$ cat config.mk
export PLATFORM = sky130hd
export DESIGN_NAME = nmea_rmc_time_date_parser
export DESIGN_NICKNAME = d
export VERILOG_FILES = /design/src/design/rmc_pkg.sv /design/src/design/rmc_parser.sv /design/src/design/rmc_convert.sv /design/src/design/nmea_rmc_time_date_parser.sv
export SDC_FILE = /design/constraint.sdc
export NUM_CORES = 1
export LEC_CHECK = 0
export BUFFER_PORTS_ARGS = -buffer_cell sky130_fd_sc_hd__buf_2
export CELL_PAD_IN_SITES_DETAIL_PLACEMENT = 0
export CELL_PAD_IN_SITES_GLOBAL_PLACEMENT = 1
export CORE_MARGIN = 2
export CORE_UTILIZATION = 30
export CTS_CLUSTER_DIAMETER = 40
export DETAILED_ROUTE_END_ITERATION = 8
export PLACE_DENSITY_LB_ADDON = 0.1
export SLEW_MARGIN = 20
export SYNTH_ARGS = -nofsm -noshare
export SYNTH_HDL_FRONTEND = slang
export SYNTH_SLANG_ARGS = --single-unit
$ cat constraint.sdc
create_clock -name clock -period 5.8 [get_ports clock]
set_input_delay 1.45 -clock clock [delete_from_list [all_inputs] [get_ports clock]]
set_output_delay 1.45 -clock clock [all_outputs]
set_load 0.01 [all_outputs]
$ cat src/design/rmc_pkg.sv
// Package for the RMC time and date parser: phase codes, ASCII constants,
// the capture and result structs, and the calendar helper.
// No dependencies.
package rmc_pkg;

   localparam logic [7:0] CHAR_DOLLAR = 8'h24;  // '$'
   localparam logic [7:0] CHAR_COMMA  = 8'h2C;  // ','
   localparam logic [7:0] CHAR_ZERO   = 8'h30;  // '0'
   localparam logic [7:0] CHAR_NINE   = 8'h39;  // '9'

   localparam int HEADER_LEN  = 5;  // "GPRMC" after the dollar
   localparam int TIME_LAST   = 9;  // hhmmss . mmm
   localparam int DATE_COMMA  = 9;  // date field follows the ninth comma
   localparam int DATE_DIGITS = 6;  // ddmmyy

   localparam logic [4:0] OFFSET_RESET = 5'd8;
   localparam logic [4:0] OFFSET_MAX   = 5'd23;

   typedef enum logic [6:0] {
      PH_HUNT   = 7'b0000001,
      PH_HEADER = 7'b0000010,
      PH_COMMA1 = 7'b0000100,
      PH_TIME   = 7'b0001000,
      PH_COMMA2 = 7'b0010000,
      PH_SKIP   = 7'b0100000,
      PH_DATE   = 7'b1000000
   } rmc_phase_type;

   // Raw UTC fields as captured from one sentence
   typedef struct packed {
      logic [6:0] utc_hour;
      logic [6:0] utc_minute;
      logic [6:0] utc_second;
      logic [9:0] utc_millis;
      logic [6:0] utc_day;
      logic [6:0] utc_month;
      logic [6:0] utc_year;
      logic       bad_digit;
   } rmc_capture_type;

   typedef struct packed {
      logic       valid_res;
      logic [4:0] hour;
      logic [5:0] minute;
      logic [5:0] second;
      logic [9:0] millisecond;
      logic [4:0] day;
      logic [3:0] month;
      logic [6:0] year;
   } rmc_result_type;

   // Days in a month; leap year whenever the two-digit year is a multiple of 4
   function automatic logic [4:0] month_length(input logic [6:0] month,
                                               input logic [6:0] year);
      logic [4:0] len;
      if (month == 7'd2) begin
         len = (year[1:0] == 2'b00) ? 5'd29 : 5'd28;
      end else if (month == 7'd4 || month == 7'd6 || month == 7'd9 || month == 7'd11) begin
         len = 5'd30;
      end else begin
         len = 5'd31;
      end
      return len;
   endfunction

endpackage

$ cat src/design/rmc_parser.sv
// Byte-wise sentence parser: header hunt, comma counting and digit capture.
// Depends on rmc_pkg.
module rmc_parser (
   input  logic                     clock,
   input  logic                     reset,
   input  logic                     step,
   input  logic [7:0]               rx_byte,
   output logic                     done,
   output rmc_pkg::rmc_capture_type cap
);
   import rmc_pkg::*;

   rmc_phase_type   phase_ff, phase_in;
   logic [2:0]      header_index_ff, header_index_in;
   logic [3:0]      field_commas_ff, field_commas_in;
   logic [3:0]      digit_index_ff, digit_index_in;
   rmc_capture_type vals_ff, vals_in;

   logic       is_digit;
   logic [3:0] dval;
   logic       restart;
   logic [7:0] hdr_char;

   function automatic logic [6:0] acc7(input logic [6:0] acc, input logic [3:0] d);
      return 7'({acc, 3'b000} + {acc, 1'b0} + {3'b000, d});
   endfunction

   function automatic logic [9:0] acc10(input logic [9:0] acc, input logic [3:0] d);
      return 10'({acc, 3'b000} + {acc, 1'b0} + {6'd0, d});
   endfunction

   always_comb begin
      case (header_index_ff)
         3'd0:    hdr_char = 8'h47;  // G
         3'd1:    hdr_char = 8'h50;  // P
         3'd2:    hdr_char = 8'h52;  // R
         3'd3:    hdr_char = 8'h4D;  // M
         3'd4:    hdr_char = 8'h43;  // C
         default: hdr_char = 8'h00;
      endcase
   end

   assign is_digit = (rx_byte >= CHAR_ZERO) && (rx_byte <= CHAR_NINE);
   assign dval     = is_digit ? 4'(rx_byte - CHAR_ZERO) : 4'd0;

   always_comb begin
      phase_in        = phase_ff;
      header_index_in = header_index_ff;
      field_commas_in = field_commas_ff;
      digit_index_in  = digit_index_ff;
      vals_in         = vals_ff;
      restart         = 1'b0;
      done            = 1'b0;

      case (phase_ff)
         PH_HEADER: begin
            if (32'(header_index_ff) < HEADER_LEN && rx_byte == hdr_char) begin
               header_index_in = header_index_ff + 3'd1;
               if (32'(header_index_in) == HEADER_LEN) begin
                  phase_in = PH_COMMA1;
               end
            end else begin
               restart = 1'b1;
            end
         end
         PH_COMMA1: begin
            if (rx_byte == CHAR_COMMA) begin
               field_commas_in = 4'd1;
               digit_index_in  = 4'd0;
               phase_in        = PH_TIME;
            end else begin
               restart = 1'b1;
            end
         end
         PH_TIME: begin
            // Position six is the decimal point: skipped, not checked
            if (digit_index_ff != 4'd6 && !is_digit) begin
               vals_in.bad_digit = 1'b1;
            end
            case (digit_index_ff)
               4'd0, 4'd1: vals_in.utc_hour   = acc7(vals_ff.utc_hour, dval);
               4'd2, 4'd3: vals_in.utc_minute = acc7(vals_ff.utc_minute, dval);
               4'd4, 4'd5: vals_in.utc_second = acc7(vals_ff.utc_second, dval);
               4'd6:       vals_in.utc_millis = vals_ff.utc_millis;
               default:    vals_in.utc_millis = acc10(vals_ff.utc_millis, dval);
            endcase
            digit_index_in = digit_index_ff + 4'd1;
            if (32'(digit_index_in) > TIME_LAST) begin
               digit_index_in = 4'd0;
               phase_in       = PH_COMMA2;
            end
         end
         PH_COMMA2: begin
            if (rx_byte == CHAR_COMMA) begin
               field_commas_in = 4'd2;
               phase_in        = PH_SKIP;
            end else begin
               restart = 1'b1;
            end
         end
         PH_SKIP: begin
            if (rx_byte == CHAR_COMMA) begin
               field_commas_in = field_commas_ff + 4'd1;
            end
            if (32'(field_commas_in) >= DATE_COMMA) begin
               digit_index_in = 4'd0;
               phase_in       = PH_DATE;
            end
         end
         PH_DATE: begin
            if (!is_digit) begin
               vals_in.bad_digit = 1'b1;
            end
            case (digit_index_ff)
               4'd0, 4'd1: vals_in.utc_day   = acc7(vals_ff.utc_day, dval);
               4'd2, 4'd3: vals_in.utc_month = acc7(vals_ff.utc_month, dval);
               default:    vals_in.utc_year  = acc7(vals_ff.utc_year, dval);
            endcase
            digit_index_in = digit_index_ff + 4'd1;
            if (32'(digit_index_in) >= DATE_DIGITS) begin
               done            = 1'b1;
               phase_in        = PH_HUNT;
               header_index_in = 3'd0;
               field_commas_in = 4'd0;
               digit_index_in  = 4'd0;
            end
         end
         default: begin
            restart = 1'b1;
         end
      endcase

      // Drop the sentence; a dollar opens a fresh header at once
      if (restart) begin
         header_index_in = 3'd0;
         field_commas_in = 4'd0;
         digit_index_in  = 4'd0;
         if (rx_byte == CHAR_DOLLAR) begin
            phase_in = PH_HEADER;
            vals_in  = '0;
         end else begin
            phase_in = PH_HUNT;
         end
      end
   end

   // Captured fields as they stand after this byte
   assign cap = vals_in;

   always_ff @(posedge clock) begin
      if (reset) begin
         phase_ff        <= PH_HUNT;
         header_index_ff <= 3'd0;
         field_commas_ff <= 4'd0;
         digit_index_ff  <= 4'd0;
         vals_ff         <= '0;
      end else if (step) begin
         phase_ff        <= phase_in;
         header_index_ff <= header_index_in;
         field_commas_ff <= field_commas_in;
         digit_index_ff  <= digit_index_in;
         vals_ff         <= vals_in;
      end
   end

endmodule

$ cat src/design/rmc_convert.sv
// Range checks and UTC to local time conversion with calendar rollover.
// Depends on rmc_pkg.
module rmc_convert (
   input  rmc_pkg::rmc_capture_type cap,
   input  logic [4:0]               hour_offset,
   output rmc_pkg::rmc_result_type  res
);
   import rmc_pkg::*;

   logic       ok;
   logic [4:0] off;
   logic [6:0] h_sum;
   logic       wrap;
   logic [6:0] h_loc;
   logic [4:0] len;
   logic [6:0] d_loc, m_loc, y_loc;

   assign ok = !cap.bad_digit
             && cap.utc_year >= 7'd12 && cap.utc_year <= 7'd98
             && cap.utc_month >= 7'd1 && cap.utc_month <= 7'd12
             && cap.utc_day >= 7'd1 && cap.utc_day <= 7'd31
             && cap.utc_hour <= 7'd24 && cap.utc_minute <= 7'd60
             && cap.utc_second <= 7'd60;

   assign off   = (hour_offset > OFFSET_MAX) ? OFFSET_MAX : hour_offset;
   assign h_sum = cap.utc_hour + {2'b00, off};
   assign wrap  = h_sum >= 7'd24;
   assign h_loc = wrap ? h_sum - 7'd24 : h_sum;
   assign len   = month_length(cap.utc_month, cap.utc_year);

   always_comb begin
      d_loc = cap.utc_day;
      m_loc = cap.utc_month;
      y_loc = cap.utc_year;
      if (wrap) begin
         if (cap.utc_day < {2'b00, len}) begin
            d_loc = cap.utc_day + 7'd1;
         end else if (cap.utc_day == {2'b00, len}) begin
            d_loc = 7'd1;
            if (cap.utc_month == 7'd12) begin
               m_loc = 7'd1;
               y_loc = cap.utc_year + 7'd1;
            end else begin
               m_loc = cap.utc_month + 7'd1;
            end
         end
         // a day already past the month's end stays as it is
      end
   end

   always_comb begin
      res = '0;
      if (ok) begin
         res.valid_res   = 1'b1;
         res.hour        = h_loc[4:0];
         res.minute      = cap.utc_minute[5:0];
         res.second      = cap.utc_second[5:0];
         res.millisecond = cap.utc_millis;
         res.day         = d_loc[4:0];
         res.month       = m_loc[3:0];
         res.year        = y_loc;
      end
   end

endmodule

$ cat src/design/nmea_rmc_time_date_parser.sv
// Top level of the RMC time and date parser: input, capture and result stages.
// Depends on rmc_pkg, rmc_parser and rmc_convert.
//
//  channel  direction  handshake              payload
//  req      in         req_valid/req_ready    req_rx_byte (one ASCII byte)
//  rsp      out        rsp_valid/rsp_ready    rsp_valid_res, rsp_hour .. rsp_year
//  csr      in         csr_wr_en (no wait)    csr_wr_data (hour offset)
//
// One byte per cycle while no stage stalls. A byte is held in the input register while
// the parser state is updated from it; the final date byte's capture is then held in the
// capture register while the converter works, and the result is registered in the result
// register. Sync reset returns to hunting with offset 8. Each stage stalls only when the
// stage after it is full and not moving, so bytes keep being taken while one result
// waits on rsp_ready.
module nmea_rmc_time_date_parser (
   input  logic       clock,
   input  logic       reset,
   input  logic       req_valid,
   output logic       req_ready,
   input  logic [7:0] req_rx_byte,
   output logic       rsp_valid,
   input  logic       rsp_ready,
   output logic       rsp_valid_res,
   output logic [4:0] rsp_hour,
   output logic [5:0] rsp_minute,
   output logic [5:0] rsp_second,
   output logic [9:0] rsp_millisecond,
   output logic [4:0] rsp_day,
   output logic [3:0] rsp_month,
   output logic [6:0] rsp_year,
   input  logic       csr_wr_en,
   input  logic [4:0] csr_wr_data
);
   import rmc_pkg::*;

   // Hour offset register
   logic [4:0] hour_offset_ff;

   // Input stage
   logic       in_v_ff;
   logic [7:0] byte_ff;

   // Capture stage
   logic            cap_v_ff;
   rmc_capture_type cap_ff;
   rmc_capture_type cap_in;
   logic            done;

   // Result stage
   logic           rsp_v_ff;
   rmc_result_type res_ff;
   rmc_result_type res_in;

   logic ready_c, ready_b, fire_a;

   // Per-stage ready, chained back from the consumer
   assign ready_c   = !rsp_v_ff || rsp_ready;
   assign ready_b   = !cap_v_ff || ready_c;
   assign fire_a    = in_v_ff && ready_b;
   assign req_ready = !in_v_ff || ready_b;

   rmc_parser u_parser (
      .clock   (clock),
      .reset   (reset),
      .step    (fire_a),
      .rx_byte (byte_ff),
      .done    (done),
      .cap     (cap_in)
   );

   rmc_convert u_convert (
      .cap         (cap_ff),
      .hour_offset (hour_offset_ff),
      .res         (res_in)
   );

   always_ff @(posedge clock) begin
      if (reset) begin
         hour_offset_ff <= OFFSET_RESET;
      end else if (csr_wr_en) begin
         hour_offset_ff <= csr_wr_data;
      end
   end

   // Control: valid flags
   always_ff @(posedge clock) begin
      if (reset) begin
         in_v_ff  <= 1'b0;
         cap_v_ff <= 1'b0;
         rsp_v_ff <= 1'b0;
      end else begin
         if (req_ready) begin
            in_v_ff <= req_valid;
         end
         if (ready_b) begin
            cap_v_ff <= fire_a && done;
         end
         if (ready_c) begin
            rsp_v_ff <= cap_v_ff;
         end
      end
   end

   // Payload: no reset needed
   always_ff @(posedge clock) begin
      if (req_valid && req_ready) begin
         byte_ff <= req_rx_byte;
      end
      if (fire_a && done) begin
         cap_ff <= cap_in;
      end
      if (cap_v_ff && ready_c) begin
         res_ff <= res_in;
      end
   end

   assign rsp_valid       = rsp_v_ff;
   assign rsp_valid_res   = res_ff.valid_res;
   assign rsp_hour        = res_ff.hour;
   assign rsp_minute      = res_ff.minute;
   assign rsp_second      = res_ff.second;
   assign rsp_millisecond = res_ff.millisecond;
   assign rsp_day         = res_ff.day;
   assign rsp_month       = res_ff.month;
   assign rsp_year        = res_ff.year;

   // A valid result always carries a sane local calendar value
   a_valid_fields: assert property (@(posedge clock) disable iff (reset)
      rsp_valid && rsp_valid_res |->
         rsp_hour <= 5'd23 && rsp_month >= 4'd1 && rsp_month <= 4'd12
         && rsp_day >= 5'd1 && rsp_year <= 7'd99)
      else $error("valid result with out-of-range local fields");

   // Invalid sentences report zero fields
   a_invalid_zero: assert property (@(posedge clock) disable iff (reset)
      rsp_valid && !rsp_valid_res |->
         rsp_hour == 5'd0 && rsp_day == 5'd0 && rsp_month == 4'd0 && rsp_year == 7'd0)
      else $error("invalid result with non-zero fields");

   // A stalled capture must hold until the result stage takes it
   a_cap_hold: assert property (@(posedge clock) disable iff (reset)
      cap_v_ff && !ready_c |=> cap_v_ff && $stable(cap_ff))
      else $error("capture stage lost or changed while stalled");

   // A stalled byte must not advance the parser
   a_byte_hold: assert property (@(posedge clock) disable iff (reset)
      in_v_ff && !ready_b |=> in_v_ff && $stable(byte_ff))
      else $error("input byte lost or changed while stalled");

   // Bytes keep flowing while a result waits, as long as the capture stage is free
   a_no_block: assert property (@(posedge clock) disable iff (reset)
      rsp_valid && !rsp_ready && !cap_v_ff |-> req_ready)
      else $error("input blocked by a waiting result alone");

endmodule
==> qor.yml <==
worst_setup_path:
  end_kind: "flip-flop"
  ff2ff_path_depth: 14
  critPathMaxFanout: 7
  arrival_ns: 4.42
  crit_path_start_kind: "flip-flop"
  crit_type: "flip-flop to flip-flop"
  cp.required_ns: 6.11
clocking:
  clk_pin_slew_ns: 0.08
  clock-sinks: 184
  clk_latency_ns: 0.45
  numCtsBuffers: 17
  hold_buffers: 0
  cts_resized: 0
  cts_setup_buffers: 0
  cts-root-buf: "clkbuf_16"
  cts_tree: "yes"
  clk_path_buf_depth: 2
  htreeDepth: 4
cells_and_area:
  antenna_cells: 0
  areaGrowthSynthToFinish_pct: 12.4
  nets: 1338
  final_cell_mix: "nor2_1, a21oi_1, edfxtp_1, nand2_1, ha_1"
  fill_cells: 3755
  drive_above_1_share_pct: 10.6
  final_util_pct: 34.0
  final_common_cell: "nor2_1"
power_and_ir_drop:
  p_int_mw: 2.01
  comb_power_share_pct: 3.1
  clockPowerShare_pct: 44.7
  ir_drop_mv: 0.209
  p_sw_mw: 0.632
  p_seq_share_pct: 52.2
  p_leak_nw: 5.09
  power_density_mw_per_mm2: 214
  p_sw_share_pct: 23.9
global_routing:
  grt_pass1_wl_um: 47600
  gr-usage-all-layers_pct: 15.9
  grt_pass1_vias: 8479
  antenna_found_initial: 0
  grt_max_degree: 47
  grt-ovfl-total: 0
sta:
  tightest_slew_ns: 1.01
  grt_setup_unrepaired: "false"
  finalSetupViolCount: 0
  maxSlewHeadroom_pct: 32.6
  fin_ws_ns: 1.69
  min_period_over_period_pct: 70.8
  final-hold-violation-count: 0
  fin_crit_ns: 4.11
  max_freq_mhz: 244
  totalNegativeSetupSlack_ns: 0
  fin_skew_ns: 0.0149
  drv_slew: 0
yosys:
  synth_edf_count: 105
  synth_area_mm2: 0.0110
  syn_avg_cell_area_um2: 9.34
  mappedNetlistNets: 1298
  ys_seq_area_share_pct: 43.1
  synth_area_leader_cell: "edfxtp_1"
  yosysWarnings: 0
  synthTopCellsByArea: "edfxtp_1, dfxtp_1, ha_1"
  ys_types: 73
  synth_top_cell_area_share_pct: 28.7
  async_flop_share_pct: 0
  ys.flop_type: "edfxtp_1"
  ys_ff_latch: 184
  synth_cells: 1176
place:
  place.gp.congestion: 0.782
  port_buffers: 63
  hpwl_um: 20700
  post-place-ws_ns: 1.60
routing:
  drtPass1Iterations: 5
  totalWireLength_um: 29200
  viasPerCell: 4.96
  vias: 8414
  drc_errors: 0
  ant_nets: 0
  drtIter0Drc: 458
  wl_per_cell_um: 17.2
floorplan:
  start_util_pct: 30.2
  die_x_um: 195
  dieArea_mm2: 0.0382
  core-area_mm2: 0.0363
  fp.dieH_um: 195
  rows: 70
  boundaryPins: 64
min_path:
  min_path_type: "flip-flop to flip-flop"
  min_path_cells: 2
outcome:
  status: "complete, no violations"
job:
  cap_violations: 0
==> metal layers <==
| metal | track usage, % | vias to the layer above | part of all wire, % |
|---|---|---|---|
| li1 | - | 4293 | - |
| met1 | 21.0 | 4004 | 48 |
| met2 | 27.3 | 97 | 48 |
| met3 | 2.63 | 20 | 2.5 |
| met4 | 3.73 | 0 | 0.94 |
| met5 | 0 | - | 0 |
==> power by group through the flow <==
stage	Combinational (mW)	Clock, mW	Sequential (mW)
2_1_floorplan	0.0568	0	1.41
3_3_place_gp	0.0839	0	1.41
3_5_place_dp	0.0836	0	1.41
4_1_cts	0.0842	1.22	1.38
5_1_grt	0.0929	1.27	1.38
6_report	0.0832	1.18	1.38
==> layout make-up <==
class / instances / area (um2) / area share [%]
multi-input combinational: 890 / 5880 / 47.6
clock inverter: 14 / 135 / 1.09
tap: 468 / 586 / 4.74
clock buffer: 18 / 439 / 3.56
inverter: 50 / 188 / 1.52
timing repair buffer: 73 / 390 / 3.16
sequential: 184 / 4730 / 38.3
==> metrics by stage <==
stage	instances	cell area (um2)	hold WS, ns	total power, mW
2_1_floorplan	1176	11000	0.432	1.46
3_3_place_gp	1665	11800	0.445	1.49
3_5_place_dp	1665	11800	0.445	1.49
4_1_cts	1697	12300	0.455	2.69
5_1_grt	1697	12300	0.478	2.75
6_report	1697	12300	0.453	2.65
==> cells by family (layout without fill, tap and decap cells) <==
kind of cell / Yosys count / in the layout / synth area share [%]
buffers and inverters: 102 / 155 / 3.63
DFF: 184 / 184 / 43.1
and+or+nand+nor: 453 / 453 / 19.8
adders and majority gates: 104 / 104 / 12.4
AOI/OAI and AO/OA: 269 / 269 / 15.8
xor gates and xnor gates: 52 / 52 / 4.15
muxes: 12 / 12 / 1.11
==> worst paths after layout <==
kind | from | end | slack (ns)
max | byte_ff[6] | cap_ff[31] | 1.69
min | u_parser.vals_ff[31] | u_parser.vals_ff[31] | 0.45
max reg2reg | byte_ff[6] | cap_ff[31] | 1.69
min reg2reg | u_parser.vals_ff[31] | u_parser.vals_ff[31] | 0.45
==> sequential cells by signal, summed over array words and instances, names as in the netlist <==
register                  flops
cap_ff                       53
u_parser.vals_ff             53
rsp_millisecond              10
byte_ff                       8
rsp_year                      7
u_parser.phase_ff             7
rsp_minute                    6
rsp_second                    6
hour_offset_ff                5
rsp_day                       5
rsp_hour                      5
rsp_month                     4
u_parser.digit_index_ff       4
u_parser.field_commas_ff      4
u_parser.header_index_ff      3
cap_v_ff                      1
in_v_ff                       1
rsp_valid                     1
rsp_valid_res                 1
==> worst max-delay path: stages, from the launching register on <==
cell	delay (ns)
edfxtp_1	0.42
nor3b_1	0.52
and3_1	0.36
nand2_1	0.40
xnor2_1	0.26
ha_1	0.20
a21o_1	0.15
ha_1	0.32
and3_1	0.16
a2111o_1	0.43
a21o_1	0.19
a21oi_1	0.17
xnor2_1	0.16
nand2_1	0.08
a21oi_1	0.15
==> synth_stat cells, drive strengths merged (20+ instances only) <==
cell and count:
clkbuf 39, dfxtp 79, ha 96, nand2 99
xnor2 41, a21o 23, o21ai 39, a22oi 25
a21oi 109, and2 36, nand3 20, edfxtp 105
nor3 41, nor2 162, inv 50
No activity file was read; power rests on OpenSTA's default activity.
